## config.mk

```make
export PLATFORM = sky130hd
export DESIGN_NAME = tirt_ctrl
export DESIGN_NICKNAME = d
export VERILOG_FILES = /design/src/rtl/tirt_pkg.sv /design/src/rtl/tirt_ctrl.sv
export SDC_FILE = /design/constraint.sdc
export NUM_CORES = 1
export LEC_CHECK = 0
export BUFFER_PORTS_ARGS = -buffer_cell sky130_fd_sc_hd__buf_2
export CAP_MARGIN = 20
export CORE_AREA = 2 2 39 41
export CTS_CLUSTER_SIZE = 14
export DETAILED_ROUTE_END_ITERATION = 8
export DIE_AREA = 0 0 41 43
export GPL_TIMING_DRIVEN = 0
export HOLD_SLACK_MARGIN = 0.06
export PLACE_DENSITY = 0.3
export SLEW_MARGIN = 25
export SYNTH_ARGS = -nofsm -noshare
export SYNTH_HDL_FRONTEND = slang
export SYNTH_SLANG_ARGS = --single-unit
```

## constraint.sdc

```tcl
create_clock -name clk -period 1.8 [get_ports clk]
set_input_delay 0.18 -clock clk [delete_from_list [all_inputs] [get_ports clk]]
set_output_delay 0.18 -clock clk [all_outputs]
set_load 0.05 [all_outputs]
```

## src/rtl/tirt_pkg.sv

```systemverilog
// Shared types and constants of the time interval reservation table.
// Depends on nothing.
package tirt_pkg;
    localparam int TIME_W   = 16;
    localparam int KEY_IN_W = 8;
    localparam int CNT_W    = 4;
    localparam int STAT_W   = 2;
    localparam int IN_DW    = 56;
    localparam int OUT_DW   = 40;

    localparam logic       FUNC_INSERT = 1'b0;
    localparam logic       FUNC_QUERY  = 1'b1;
    localparam logic [1:0] STAT_OK     = 2'd0;
    localparam logic [1:0] STAT_FULL   = 2'd1;
    localparam logic [1:0] STAT_BAD    = 2'd2;

    typedef struct packed {
        logic capture;
        logic calc;
        logic commit;
    } ctrl_cmd_t;

    typedef struct packed {
        logic out_hold;
    } dp_status_t;
endpackage

```

## src/rtl/tirt_ctrl.sv

```systemverilog
// Controller state machine of the reservation table.
// Depends on tirt_pkg.
module tirt_ctrl
(
    input  logic                  clk,
    input  logic                  rst_n,
    input  logic                  in_valid,
    output logic                  in_ready,
    input  tirt_pkg::dp_status_t  stat,
    output tirt_pkg::ctrl_cmd_t   cmd
);
    typedef enum logic [2:0] {
        ST_IDLE  = 3'b001,
        ST_CALC  = 3'b010,
        ST_WRITE = 3'b100
    } state_t;

    state_t state_reg, state_next;

    always_ff @(posedge clk or negedge rst_n)
    begin
        if (!rst_n)
        begin
            state_reg <= ST_IDLE;
        end
        else
        begin
            state_reg <= state_next;
        end
    end

    always_comb
    begin
        state_next  = state_reg;
        in_ready    = 1'b0;
        cmd         = '0;
        case (state_reg)
            ST_IDLE:
            begin
                in_ready    = 1'b1;
                cmd.capture = in_valid;
                if (in_valid)
                begin
                    state_next = ST_CALC;
                end
            end
            ST_CALC:
            begin
                cmd.calc   = 1'b1;
                state_next = ST_WRITE;
            end
            ST_WRITE:
            begin
                // hold while the previous result still waits
                if (!stat.out_hold)
                begin
                    cmd.commit = 1'b1;
                    state_next = ST_IDLE;
                end
            end
            default:
            begin
                state_next = ST_IDLE;
            end
        endcase
    end
endmodule

```

==> results.tsv <==
metric	value	unit
layout.nets	29	
syn_inst	12	
clkLatencyLatePin	0.23	ns
synth_area_per_cell	13.66	µm²
ir_drop	453.3	µV
yosysWarnings	0	
antenna_cells	0	
power.leakage	0.1232	nW
vias	145	
cp-start-kind	register	
setup-tns-final	0	ns
timing.max_cap.violations	0	
rows	14	
synth_fp_nets	16	
yosysTopAreaCell	dfrtp_1	
die_area	1763	µm²
fmax	666.3	MHz
path_buf_inv	2	
ys_seq_elements	3	
place_congestion	0.6609	
ys_top_cells_by_area	dfrtp_1 (31%), dfstp_2 (16%), and4bb_1 (7.6%)	
grt.overflow.total	0	
min_period_over_period	0.8338	
crit_type	reg -> out	
setup_viol	0	
ys_types	11	
finClkSkew	0.002265	ns
hold_class	in -> reg	
wl_per_cell	8.675	µm
cts_sinks	3	
grt_setup_unrepaired	false	
crit_arrival	1.32	ns
p_per_area	1792	nW/µm²
track_usage	0.05332	
ios	8	
place.detailed.hpwl	271.7	µm
rrSetupSlack	0.69	ns
core_area	1384	µm²
netlist.area_leader.share	0.3053	
post-cts-setup-buffer-count	0	
grt_pass1_wl	558	µm
totalWireLength	347	µm
hold_viol	0	
tritoncts	built	
cp_cell_sequence	nor3b_2 > buf_4 > buf_2	
drt_iter0_drc	0	
status	completed	
path_max_fanout	6	
via_per_inst	3.625	
cts_buffer_depth	2	
crit_required	1.62	ns
grt_max_degree	7	
final_antenna_net_count	0	
drtPass1Iterations	1	
cp_slowest_cell	dfrtp_1	
numCtsBuffers	3	
yosysSeqAreaShare	0.4656	
cts_root_buffer	clkbuf_4	
drive_gt1_frac	0.7083	
fp.dieW	41	µm
drc_errors	0	
tightest_slew	0.2600	ns
path_delay_family	flip-flops	
first_global_vias	125	
worstSetupEndpointType	primary output	
cts_max_level	1	
largest_register_ffs	3	
post_cts_resized	0	
antenna_found_initial	0	
start_util	0.1184	
io_buffers	7	
crit_path_max_incr_delay	0.42	ns
die_h	43	µm
slew-limit-headroom	0.8243	
syn_to_final_growth	62.60	%
synthesis.area	163.9	µm²
clkTransAtPathRegs	0.03	ns
drv_slew	0	
fin_crit	1.501	ns
holdWs	0.2357	ns
## final cells by class
| cell class | instances | area (µm²) |
|---|---|---|
| clock buffers | 4 | 26.28 |
| flip-flops and latches | 3 | 76.32 |
| repair buffers | 8 | 45.04 |
| fillers | 159 | 1117 |
| plain buffers | 1 | 7.507 |
| well taps | 16 | 20.02 |
| multi-input cells | 8 | 91.34 |
## Yosys cell counts
cell / instances
nor3b_1: 1
nor3_2: 1
nor3b_2: 1
nor4b_1: 1
or2_1: 1
dfstp_2: 1
nor4bb_1: 1
and4bb_2: 1
dfrtp_1: 2
and4bb_1: 1
buf_4: 1
## worst reg2reg max path: cells and delay by family, from the launching register on
kind	cells	cell delay, ns
flip-flops	1	0.56
AND/OR/NAND/NOR	2	0.42
## worst paths after layout
| check | start | end | cells after the start |
|---|---|---|---|
| worst max-delay path | state_reg[1] | cmd[1] | 3 |
| max in group asynchronous | rst_n | state_reg[0] | 2 |
| worst min register to register | state_reg[1] | state_reg[1] | 1 |
| worst min-delay path | in_valid | state_reg[1] | 2 |
| worst max register to register | state_reg[0] | state_reg[2] | 2 |
| min in group asynchronous | rst_n | state_reg[2] | 2 |
## where the power goes
group          leakage, nW  internal [W]  switching [W]
sequential          0.0371     0.0000996      0.0000373
clock               0.0150     0.0000830      0.0000339
combinational       0.0711     0.0000805       0.000143
total                0.123      0.000263       0.000215
## cells in the final DEF, fill, tap and decap left out
| cell | Yosys | routed |
|---|---|---|
| buf_2 | 0 | 7 |
| clkbuf_4 | 0 | 3 |
| nor3b_2 | 1 | 2 |
| dfrtp_1 | 2 | 2 |
| nor4b_2 | 0 | 1 |
| and4bb_2 | 1 | 1 |
| nor4bb_1 | 1 | 1 |
| and4bb_1 | 1 | 1 |
| nor3_2 | 1 | 1 |
| or2_1 | 1 | 1 |
| buf_4 | 1 | 1 |
| clkbuf_1 | 0 | 1 |
| dlygate4sd3_1 | 0 | 1 |
| dfstp_2 | 1 | 1 |
## metal layers
metal,up-vias,track usage,wire length (µm)
met5,-,0,0
met4,0,0.06000,0
met3,0,0.03665,39
met2,5,0.05000,154
met1,71,0.06796,153
li1,69,-,-
## stage by stage
stage                       util  std cells  setup WS [ns]  area [µm²]  power (W)
after global placement    0.1664         35         0.5310       230.2  0.0003649
final                     0.1926         40         0.2992       266.5  0.0004776
after floorplan                -         12         0.2411       175.2  0.0003143
after CTS                 0.1926         40         0.2785       266.5  0.0004901
after global routing      0.1926         40         0.2203       266.5  0.0005057
after detailed placement  0.1664         35         0.5328       230.2  0.0003640
## kinds of logic (layout without fill, tap and decap cells)
group,Yosys count,count (layout),share of synthesized area
buf+inv,1,13,0.04582
simple gates,8,8,0.4886
flops,3,3,0.4657
## repair_timing
| action | in CTS | in global routing |
|---|---|---|
| hold buffers | 1 | 0 |
| setup endpoints to repair | 0 | 0 |
| endpoints found under the hold margin | 3 | 0 |
Power figures use the tool's default switching activity.
